`src/rtl/bta_pkg.sv`:
```
// Package: shared constants, codes and controller/datapath bundles of the heap allocator.
`default_nettype none
package bta_pkg;
  localparam int HEAP_BYTES_DEF = 16384;
  localparam int HDR_BYTES = 8;
  localparam int TAG_BYTES = 12;

  localparam logic [2:0] MEM_NONE    = 3'd0;
  localparam logic [2:0] MEM_RD_HDR  = 3'd1;
  localparam logic [2:0] MEM_RD_FLAG = 3'd2;
  localparam logic [2:0] MEM_WR_HDR  = 3'd3;
  localparam logic [2:0] MEM_WR_FLAG = 3'd4;
  localparam logic [2:0] MEM_WR_FTR  = 3'd5;

  localparam logic [2:0] WB_INIT   = 3'd0;
  localparam logic [2:0] WB_ALLOC  = 3'd1;
  localparam logic [2:0] WB_SPLIT  = 3'd2;
  localparam logic [2:0] WB_FREE_A = 3'd3;
  localparam logic [2:0] WB_FREE_N = 3'd4;

  localparam logic [1:0] RES_FAIL  = 2'd0;
  localparam logic [1:0] RES_ALLOC = 2'd1;
  localparam logic [1:0] RES_FREE  = 2'd2;

  typedef struct packed {
    logic [2:0] mem_op;
    logic [2:0] wsel;
    logic       ld_wblk;
    logic       ld_req;
    logic       ld_size;
    logic       ld_flag;
    logic       adv;
    logic       step;
    logic       ld_res;
    logic [1:0] res_sel;
  } cmd_t;

  typedef struct packed {
    logic req_free;
    logic fits_hdr;
    logic blk_fits;
    logic is_free;
    logic is_used;
    logic exact;
    logic bigger;
    logic lt_tgt;
    logic eq_tgt;
  } status_t;
endpackage
`default_nettype wire

```
`src/rtl/bta_ctrl.sv`:
```
// Controller: sequences the block walk, block writes and the result handshake.
`default_nettype none
module bta_ctrl import bta_pkg::*; (
  input  wire logic    clk,
  input  wire logic    rst,
  input  wire logic    in_valid,
  output logic         in_ready,
  output logic         out_valid,
  input  wire logic    out_ready,
  input  wire status_t sts,
  output cmd_t         cmd
);
  localparam logic [3:0] S_BOOT = 4'd0;
  localparam logic [3:0] S_IDLE = 4'd1;
  localparam logic [3:0] S_RD0  = 4'd2;
  localparam logic [3:0] S_RD1  = 4'd3;
  localparam logic [3:0] S_RD2  = 4'd4;
  localparam logic [3:0] S_EVAL = 4'd5;
  localparam logic [3:0] S_WH   = 4'd6;
  localparam logic [3:0] S_WF   = 4'd7;
  localparam logic [3:0] S_WT   = 4'd8;
  localparam logic [3:0] S_DONE = 4'd9;

  logic [3:0] state, state_next;
  logic       booting, booting_next, is_free_op, is_free_op_next;
  logic       tail, tail_next, split, split_next;
  logic [1:0] res, res_next;

  assign in_ready = state == S_IDLE;

  always_comb begin
    cmd = '0;
    state_next = state;
    booting_next = booting;
    is_free_op_next = is_free_op;
    tail_next = tail;
    split_next = split;
    res_next = res;
    unique case (state)
      S_BOOT: begin
        cmd.ld_wblk = 1'b1; cmd.wsel = WB_INIT;
        booting_next = 1'b1; split_next = 1'b0;
        state_next = S_WH;
      end
      S_IDLE: begin
        if (in_valid) begin
          cmd.ld_req = 1'b1;
          is_free_op_next = sts.req_free;
          tail_next = 1'b0;
          state_next = S_RD0;
        end
      end
      S_RD0: begin
        if (!sts.fits_hdr) begin
          if (tail) begin
            cmd.ld_wblk = 1'b1; cmd.wsel = WB_FREE_A; split_next = 1'b0;
            res_next = RES_FREE; state_next = S_WH;
          end else begin
            res_next = RES_FAIL; state_next = S_DONE;
          end
        end else begin
          cmd.mem_op = MEM_RD_HDR; state_next = S_RD1;
        end
      end
      S_RD1: begin
        cmd.mem_op = MEM_RD_FLAG; cmd.ld_size = 1'b1; state_next = S_RD2;
      end
      S_RD2: begin
        cmd.ld_flag = 1'b1; state_next = S_EVAL;
      end
      S_EVAL: begin
        if (tail) begin
          cmd.ld_wblk = 1'b1;
          cmd.wsel = (sts.blk_fits && sts.is_free) ? WB_FREE_N : WB_FREE_A;
          split_next = 1'b0; res_next = RES_FREE; state_next = S_WH;
        end else if (!sts.blk_fits) begin
          res_next = RES_FAIL; state_next = S_DONE;
        end else if (!is_free_op) begin
          if (sts.is_free && (sts.exact || sts.bigger)) begin
            cmd.ld_wblk = 1'b1; cmd.wsel = WB_ALLOC;
            split_next = sts.bigger; res_next = RES_ALLOC; state_next = S_WH;
          end else begin
            cmd.step = 1'b1; state_next = S_RD0;
          end
        end else if (sts.lt_tgt) begin
          cmd.adv = 1'b1; state_next = S_RD0;
        end else if (!sts.eq_tgt || !sts.is_used) begin
          res_next = RES_FAIL; state_next = S_DONE;
        end else begin
          cmd.step = 1'b1; tail_next = 1'b1; state_next = S_RD0;
        end
      end
      S_WH: begin
        cmd.mem_op = MEM_WR_HDR; state_next = S_WF;
      end
      S_WF: begin
        cmd.mem_op = MEM_WR_FLAG; state_next = S_WT;
      end
      S_WT: begin
        cmd.mem_op = MEM_WR_FTR;
        if (split) begin
          cmd.ld_wblk = 1'b1; cmd.wsel = WB_SPLIT; split_next = 1'b0;
          state_next = S_WH;
        end else if (booting) begin
          booting_next = 1'b0; state_next = S_IDLE;
        end else begin
          state_next = S_DONE;
        end
      end
      S_DONE: begin
        if (!out_valid || out_ready) begin
          cmd.ld_res = 1'b1; cmd.res_sel = res; state_next = S_IDLE;
        end
      end
      default: state_next = S_BOOT;
    endcase
  end

  always_ff @(posedge clk) begin
    if (rst) begin
      state <= S_BOOT;
      booting <= 1'b1;
      out_valid <= 1'b0;
      split <= 1'b0;
    end else begin
      state <= state_next;
      booting <= booting_next;
      split <= split_next;
      if (cmd.ld_res) begin
        out_valid <= 1'b1;
      end else if (out_ready) begin
        out_valid <= 1'b0;
      end
    end
    is_free_op <= is_free_op_next;
    tail <= tail_next;
    res <= res_next;
  end
endmodule
`default_nettype wire

```
`config.mk`:
```
export PLATFORM = sky130hd
export DESIGN_NAME = bta_ctrl
export DESIGN_NICKNAME = d
export VERILOG_FILES = /design/src/rtl/bta_pkg.sv /design/src/rtl/bta_ctrl.sv
export SDC_FILE = /design/constraint.sdc
export NUM_CORES = 1
export LEC_CHECK = 0
export BUFFER_PORTS_ARGS = -buffer_cell sky130_fd_sc_hd__buf_2
export CAP_MARGIN = 5
export CORE_MARGIN = 2
export CORE_UTILIZATION = 48
export DETAILED_ROUTE_END_ITERATION = 10
export HOLD_SLACK_MARGIN = 0.08
export PLACE_DENSITY = 0.78
export RECOVER_POWER = 100
export SLEW_MARGIN = 5
export SYNTH_ARGS = -nofsm -noshare
export SYNTH_HDL_FRONTEND = slang
export SYNTH_SLANG_ARGS = --single-unit
```
`constraint.sdc`:
```
create_clock -name clk -period 1.9 [get_ports clk]
set_clock_uncertainty 0.15 [all_clocks]
set_input_delay 0.285 -clock clk [delete_from_list [all_inputs] [get_ports clk]]
set_output_delay 0.285 -clock clk [all_outputs]
set_load 0.1 [all_outputs]
```
==> results of run 1 <==
==> through the flow <==
step	TNS, ns	utilization [%]	instance area [µm²]	instances	worst slack [ns]
after floorplan	-1.86	-	1050	110	-0.317
after global placement	0	87.3	1480	161	0.0965
after detailed placement	0	87.3	1480	161	0.0132
==> cell usage after synthesis, types with 2 or more instances <==
library cell,instances
nor2b_1,3
and2_1,2
a21o_1,2
nor4_1,2
nand3_1,6
edfxtp_1,4
o21ai_0,4
nand2b_1,4
dfxtp_1,7
nand2_1,11
nor2_1,8
o31ai_1,2
o22ai_1,2
inv_1,7
a41oi_1,2
nor3_1,6
a21oi_1,7
clkbuf_1,4
a31oi_1,2
o21a_1,2
==> cell families after synthesis <==
family                 count (synthesis)  synth area share, %
AO/OA/AOI/OAI                         32                 26.3
XOR/XNOR                               1                 1.05
buffers and inverters                 13                 6.88
flip-flops                            11                 31.1
multiplexers                           1                 1.20
AND/OR/NAND/NOR                       52                 33.5
==> impl_metrics.json, run 1 <==
{
  "outcome": "aborted with a tool error",
  "lastStage": "clock tree synthesis (4_1_cts)",
  "stop_error": "[ERROR DPL-0033] detailed placement checks failed during check placement.",
  "gp_congestion": 0.956,
  "cts_htree_levels": 1,
  "cts_sinks": 11,
  "die_h_um": 45.8,
  "start_util_pct": 49.6,
  "clock_tree.buffer_depth": 2,
  "synth_top_cell_area_share_pct": 16.7,
  "syn_nets": 123,
  "post-dp-hpwl_um": 2250,
  "synth_ff_type": "dfxtp_1",
  "ys_ff_latch": 11,
  "hold_buffers": 1,
  "syn_area_um2": 837,
  "fp.dieW_um": 45.8,
  "io_buffers": 29,
  "ctsResizeCount": 25,
  "netlist_top_cells_area": "dfxtp_1, edfxtp_1, nand2_1",
  "row_count": 15,
  "synth_seq_area_share_pct": 31.1,
  "synth-async-reset-ratio_pct": 0,
  "clockRootBuffer": "clkbuf_4",
  "pin_count": 30,
  "synth_edf_count": 4,
  "yosysTopAreaCell": "dfxtp_1",
  "synthCells": 110,
  "avgSynthCellArea_um2": 7.61,
  "cts_setup_buffers": 7,
  "cts_buffers": 3,
  "yosys_warnings": 0,
  "ys_types": 43
}
==> run 2, diff against run 1 <==
CORE_AREA = 2 2 63 65   (was unset)
CORE_MARGIN = unset   (was 2)
CORE_UTILIZATION = unset   (was 48)
DIE_AREA = 0 0 65 67   (was unset)
HOLD_SLACK_MARGIN = unset   (was 0.08)
PLACE_DENSITY = unset   (was 0.78)
PLACE_DENSITY_LB_ADDON = 0.15   (was unset)
==> impl_metrics.json, run 2 <==
{
  "outcome": "finished with violations",
  "violations": "negative setup slack",
  "pin_count": 30,
  "grt-ovfl-total": 0,
  "synth_top_cell_area_share_pct": 16.7,
  "cp.arrival_ns": 1.54,
  "setup_viol": 7,
  "cts_htree_levels": 1,
  "power.density_nw_per_um2": 1570,
  "hold_violations": 0,
  "postRouteAntennaNets": 0,
  "syn_area_um2": 837,
  "fp.dieArea_um2": 4360,
  "yosys_warnings": 0,
  "crit_fanout": 6,
  "instances_no_fill": 210,
  "syn_nets": 123,
  "avgSynthCellArea_um2": 7.61,
  "power_w": 0.00273,
  "relSlewSlack_pct": 68.1,
  "synthToLayoutAreaGrowth_pct": 107,
  "cts_tree": "done",
  "drt-initial-drc-count": 42,
  "wl_per_cell_um": 13.3,
  "hp-start": "sts[8]",
  "final_layout_size_suffix_gt1_share_pct": 59.3,
  "cp_slowest_cell": "dfxtp_4",
  "synthCells": 110,
  "worstPathCellList": "or2b_1, nor4_4, o21bai_4, buf_12",
  "dp_slack_ns": 0.00402,
  "worstMarginPinSlew_ns": 0.483,
  "holdWs_ns": 0.0575,
  "die_h_um": 67,
  "drv_cap": 0,
  "fin_util_pct": 48.1,
  "viasPerCell": 5.01,
  "ys_types": 43,
  "wl_um": 2790,
  "start_util_pct": 23.2,
  "fp.dieW_um": 65,
  "min_period_over_period_pct": 104,
  "synth_ff_type": "dfxtp_1",
  "grt.total_usage_pct": 13.1,
  "io_buffers": 29,
  "fin_ws_ns": -0.0739,
  "n_antenna_cell": 0,
  "synth-async-reset-ratio_pct": 0,
  "clockRootBuffer": "clkbuf_8",
  "ir_worst_vdd_mv": 1.22,
  "num_vias": 1052,
  "reg_top3": "state: 4 flops, res: 2 flops",
  "cts_sinks": 11,
  "largest_reg_flops": 4,
  "maxSlewViolCount": 0,
  "yosys.cell_count.top_type": "nand2_1",
  "grt_first_pass_wirelength_um": 4340,
  "row_count": 22,
  "ys_ff_latch": 11,
  "max_stage_delay_ns": 0.37,
  "critPathKind": "flop to output pin",
  "timing.fmax_mhz": 507,
  "layout.nets": 176,
  "layout_common_cells": "buf_4, buf_12, buf_2, nand2_1, inv_1",
  "final_common_cell": "buf_4",
  "drc": 0,
  "min_path_type": "input pin to flop",
  "crit_path_end_kind": "output pin",
  "gp_congestion": 0.866,
  "synth_seq_area_share_pct": 31.1,
  "clk_latency_ns": 0.25,
  "rsz0062_at_grt": "true",
  "rr_startpoint": "state[1]",
  "hold_buffers": 0,
  "post-dp-hpwl_um": 2150,
  "crit_path_start": "state[1]",
  "cts_buffers": 3,
  "synthTopCellsByCount": "nand2_1, nor2_1, a21oi_1, dfxtp_1, inv_1",
  "grt_max_degree": 14,
  "place_inst": 195,
  "cp-start-kind": "flop",
  "clock_tree.buffer_depth": 2,
  "firstDrtPassIters": 4,
  "critPathRequiredTime_ns": 1.46,
  "p_leak_nw": 0.694,
  "core_area_um2": 3610,
  "regMostFlops": "state",
  "clkSlewWorstSetupHoldPaths_ns": 0.06,
  "synth_edf_count": 4,
  "grt_pass1_vias": 922,
  "antenna_found_initial": 0,
  "netlist_top_cells_area": "dfxtp_1, edfxtp_1, nand2_1",
  "layout_min_cycle_time_ns": 1.97,
  "yosysTopAreaCell": "dfxtp_1"
}
-- run 2: final cells by class --
cell class                 count  area [µm²]
timing repair buffer          54         592
tap                           48        60.1
fill                         339        1870
clock buffer                   4        45.0
multi-input combinational     86         736
inverter                       7        26.3
sequential                    11         277
-- run 2: repair_timing --
action,CTS,global route
setup endpoints to repair,12,17
gates resized for setup,12,11
buffers inserted,4,7
pin swaps,4,5
-- run 2: path summary, 6_finish.rpt --
check / end / slack, ns / cells past startpoint
setup / recovery: cmd[9] / -0.07 / 4
hold / removal: is_free_op / 0.06 / 1
setup reg to reg: res[0] / 0.14 / 5
hold reg to reg: booting / 0.34 / 2
-- run 2: per-layer routing --
metal  share of wire, %  up-vias  GRT usage (%)
met1                 44      501           17.4
met3                6.2        4           4.05
met5                  0        -              0
met2                 49       35           20.7
met4               0.93        0           3.19
li1                   -      512              -
-- run 2: where the power goes --
part	switching, W	internal (W)
clock	0.000105	0.000149
combinational	0.00123	0.000842
sequential	0.0000741	0.000334
-- run 2: per-stage QoR --
step | setup TNS (ns) | area, µm²
after global placement | 0 | 1540
after floorplan | -1.86 | 1050
after detailed placement | 0 | 1540
after CTS | -0.495 | 1650
after global routing | -0.875 | 1740
final | -0.326 | 1740
-- run 2: critical path, delay by kind of cell (launching register included) --
family | cells | cell delay, ns
simple gates | 2 | 0.54
compound gates | 1 | 0.19
flops | 1 | 0.37
buf+inv | 1 | 0.19
-- run 2: cell families (layout without fill, tap and decap cells) --
family	after synthesis	in the layout	share of synthesized area [%]
AO/OA/AOI/OAI	32	32	26.3
buffers and inverters	13	65	6.88
XOR/XNOR	1	1	1.05
multiplexers	1	1	1.20
flip-flops	11	11	31.1
AND/OR/NAND/NOR	52	52	33.5
(Power assumes the default switching activity.)
==> run 3, diff against run 2 <==
SKIP_CTS_REPAIR_TIMING = 1   (was unset)
==> impl_metrics.json, run 3 (synthesis gave the netlist of run 2 again) <==
{
  "cts_sinks": 11,
  "postRouteAntennaNets": 0,
  "rr_startpoint": "state[1]",
  "intPower_w": 0.00125,
  "clockRootBuffer": "clkbuf_8",
  "cp-start-kind": "flop",
  "largest_reg_flops": 4,
  "pin_count": 30,
  "timing.fmax_mhz": 497,
  "sequentialPowerShare_pct": 15.6,
  "combPwrFrac_pct": 74.9,
  "start_util_pct": 23.2,
  "ir_worst_vdd_mv": 1.20,
  "power_w": 0.00264,
  "power.density_nw_per_um2": 1590,
  "cts_tree": "done",
  "synthToLayoutAreaGrowth_pct": 98.2,
  "crit_fanout": 6,
  "core_area_um2": 3610,
  "grt_first_pass_wirelength_um": 4200,
  "switching_share_pct": 52.6,
  "r2r_slack_ns": 0.13,
  "min_period_over_period_pct": 106,
  "cts_htree_levels": 1,
  "stdcell_area_um2": 1660,
  "worstMarginPinSlew_ns": 0.483,
  "layout.nets": 168,
  "crit_end": "cmd[9]",
  "cts_buffers": 3,
  "outcome": "finished with violations",
  "rsz0062_at_grt": "true",
  "final_common_cell": "buf_12",
  "layout_min_cycle_time_ns": 2.01,
  "drc": 0,
  "placed_area_um2": 1540,
  "drv_cap": 0,
  "use_met1_pct": 17.2,
  "crit_path_end_kind": "output pin",
  "fin_ws_ns": -0.113,
  "die_h_um": 67,
  "pwr-share-clk_pct": 9.5,
  "antenna_found_initial": 0,
  "drt-initial-drc-count": 29,
  "setup_viol": 9,
  "crit_path_start": "state[1]",
  "grt.total_usage_pct": 12.7,
  "busiest_layer": "met2",
  "clkSlewWorstSetupHoldPaths_ns": 0.06,
  "p_leak_nw": 0.646,
  "violations": "negative setup slack",
  "use_met2_pct": 19.2,
  "critPathKind": "flop to output pin",
  "layout_common_cells": "buf_12, buf_2, buf_4, nand2_1, inv_1",
  "place_inst": 195,
  "clock_tree.buffer_depth": 2,
  "gp_congestion": 0.866,
  "cp.arrival_ns": 1.58,
  "maxSlewViolCount": 0,
  "viasPerCell": 5.10,
  "instances_no_fill": 202,
  "hold_violations": 0,
  "r2r.worst_path.cells": 5,
  "final_layout_size_suffix_gt1_share_pct": 56.5,
  "relSlewSlack_pct": 68.1,
  "clk_latency_ns": 0.25,
  "row_count": 22,
  "dp_slack_ns": 0.00402,
  "wl_per_cell_um": 13.5,
  "p_switching_w": 0.00139,
  "grt_pass1_vias": 895,
  "fp.dieArea_um2": 4360,
  "num_vias": 1031,
  "regMostFlops": "state",
  "grt-ovfl-total": 0,
  "post-dp-hpwl_um": 2150,
  "n_antenna_cell": 0,
  "wl_um": 2730,
  "firstDrtPassIters": 4,
  "min_path_type": "input pin to flop",
  "critPathRequiredTime_ns": 1.46,
  "io_buffers": 29,
  "holdWs_ns": 0.0595,
  "grt_max_degree": 14,
  "reg_top3": "state: 4 flops, res: 2 flops",
  "fp.dieW_um": 65,
  "reg2reg_to": "res[0]",
  "use_met3_pct": 4.22
}
## run 3: cell types whose count changed in the layout (fill, tap and decap cells not counted)
cell and change:
buf_6 -1, buf_4 -7, nor2_4 +1, nor2b_2 -1, buf_2 +1, nand2b_2 +1, nor2_2 -1, buf_8 -1
nand2b_4 -1, nor2b_1 +1
## run 3: per-stage QoR
stage	setup TNS (ns)	util (%)
after floorplan	-1.86	-
after detailed placement	0	42.6
final	-0.542	46.0
after global placement	0	42.6
after global routing	-1.25	46.0
after CTS	-1.43	43.9
## run 3: layout make-up
class / count / area (µm²)
Timing Repair Buffer: 46 / 518
Tap cell: 48 / 60.1
Clock buffer: 4 / 45.0
Inverter: 7 / 26.3
Multi-Input combinational cell: 86 / 733
Fill cell: 337 / 1950
Sequential cell: 11 / 277
## run 3: how the worst min path moves through the flow
stage | from | endpoint | slack (ns) | cells after the start
floorplan | rst | out_valid | 0.19 | 1
global placement | sts[8] | is_free_op | 0.31 | 1
detailed placement | sts[8] | is_free_op | 0.32 | 1
CTS | sts[8] | is_free_op | 0.06 | 1
global route | sts[8] | is_free_op | 0.06 | 1
finish | sts[8] | is_free_op | 0.06 | 1
## run 3: metal layers
metal  routed length (µm)  up-vias  part of all wire [%]
li1                     -      493                     -
met1                 1160      496                    43
met2                 1350       38                    49
met3                  188        4                   6.9
met4                   26        0                  0.95
met5                    0        -                     0
## run 3: critical path, stage by stage (launching register included)
cell and delay (ns):
dfxtp_4 0.37, or2b_1 0.28, nor4_4 0.30, o21bai_4 0.19, buf_12 0.19
## run 3: power by group through the flow
| stage | Clock [W] | Combinational, W | Sequential, W |
|---|---|---|---|
| 2_1_floorplan | 0 | 0.00137 | 0.000369 |
| 3_3_place_gp | 0 | 0.00189 | 0.000390 |
| 3_5_place_dp | 0 | 0.00188 | 0.000396 |
| 4_1_cts | 0.000255 | 0.00189 | 0.000394 |
| 5_1_grt | 0.000263 | 0.00207 | 0.000422 |
| 6_report | 0.000250 | 0.00198 | 0.000412 |
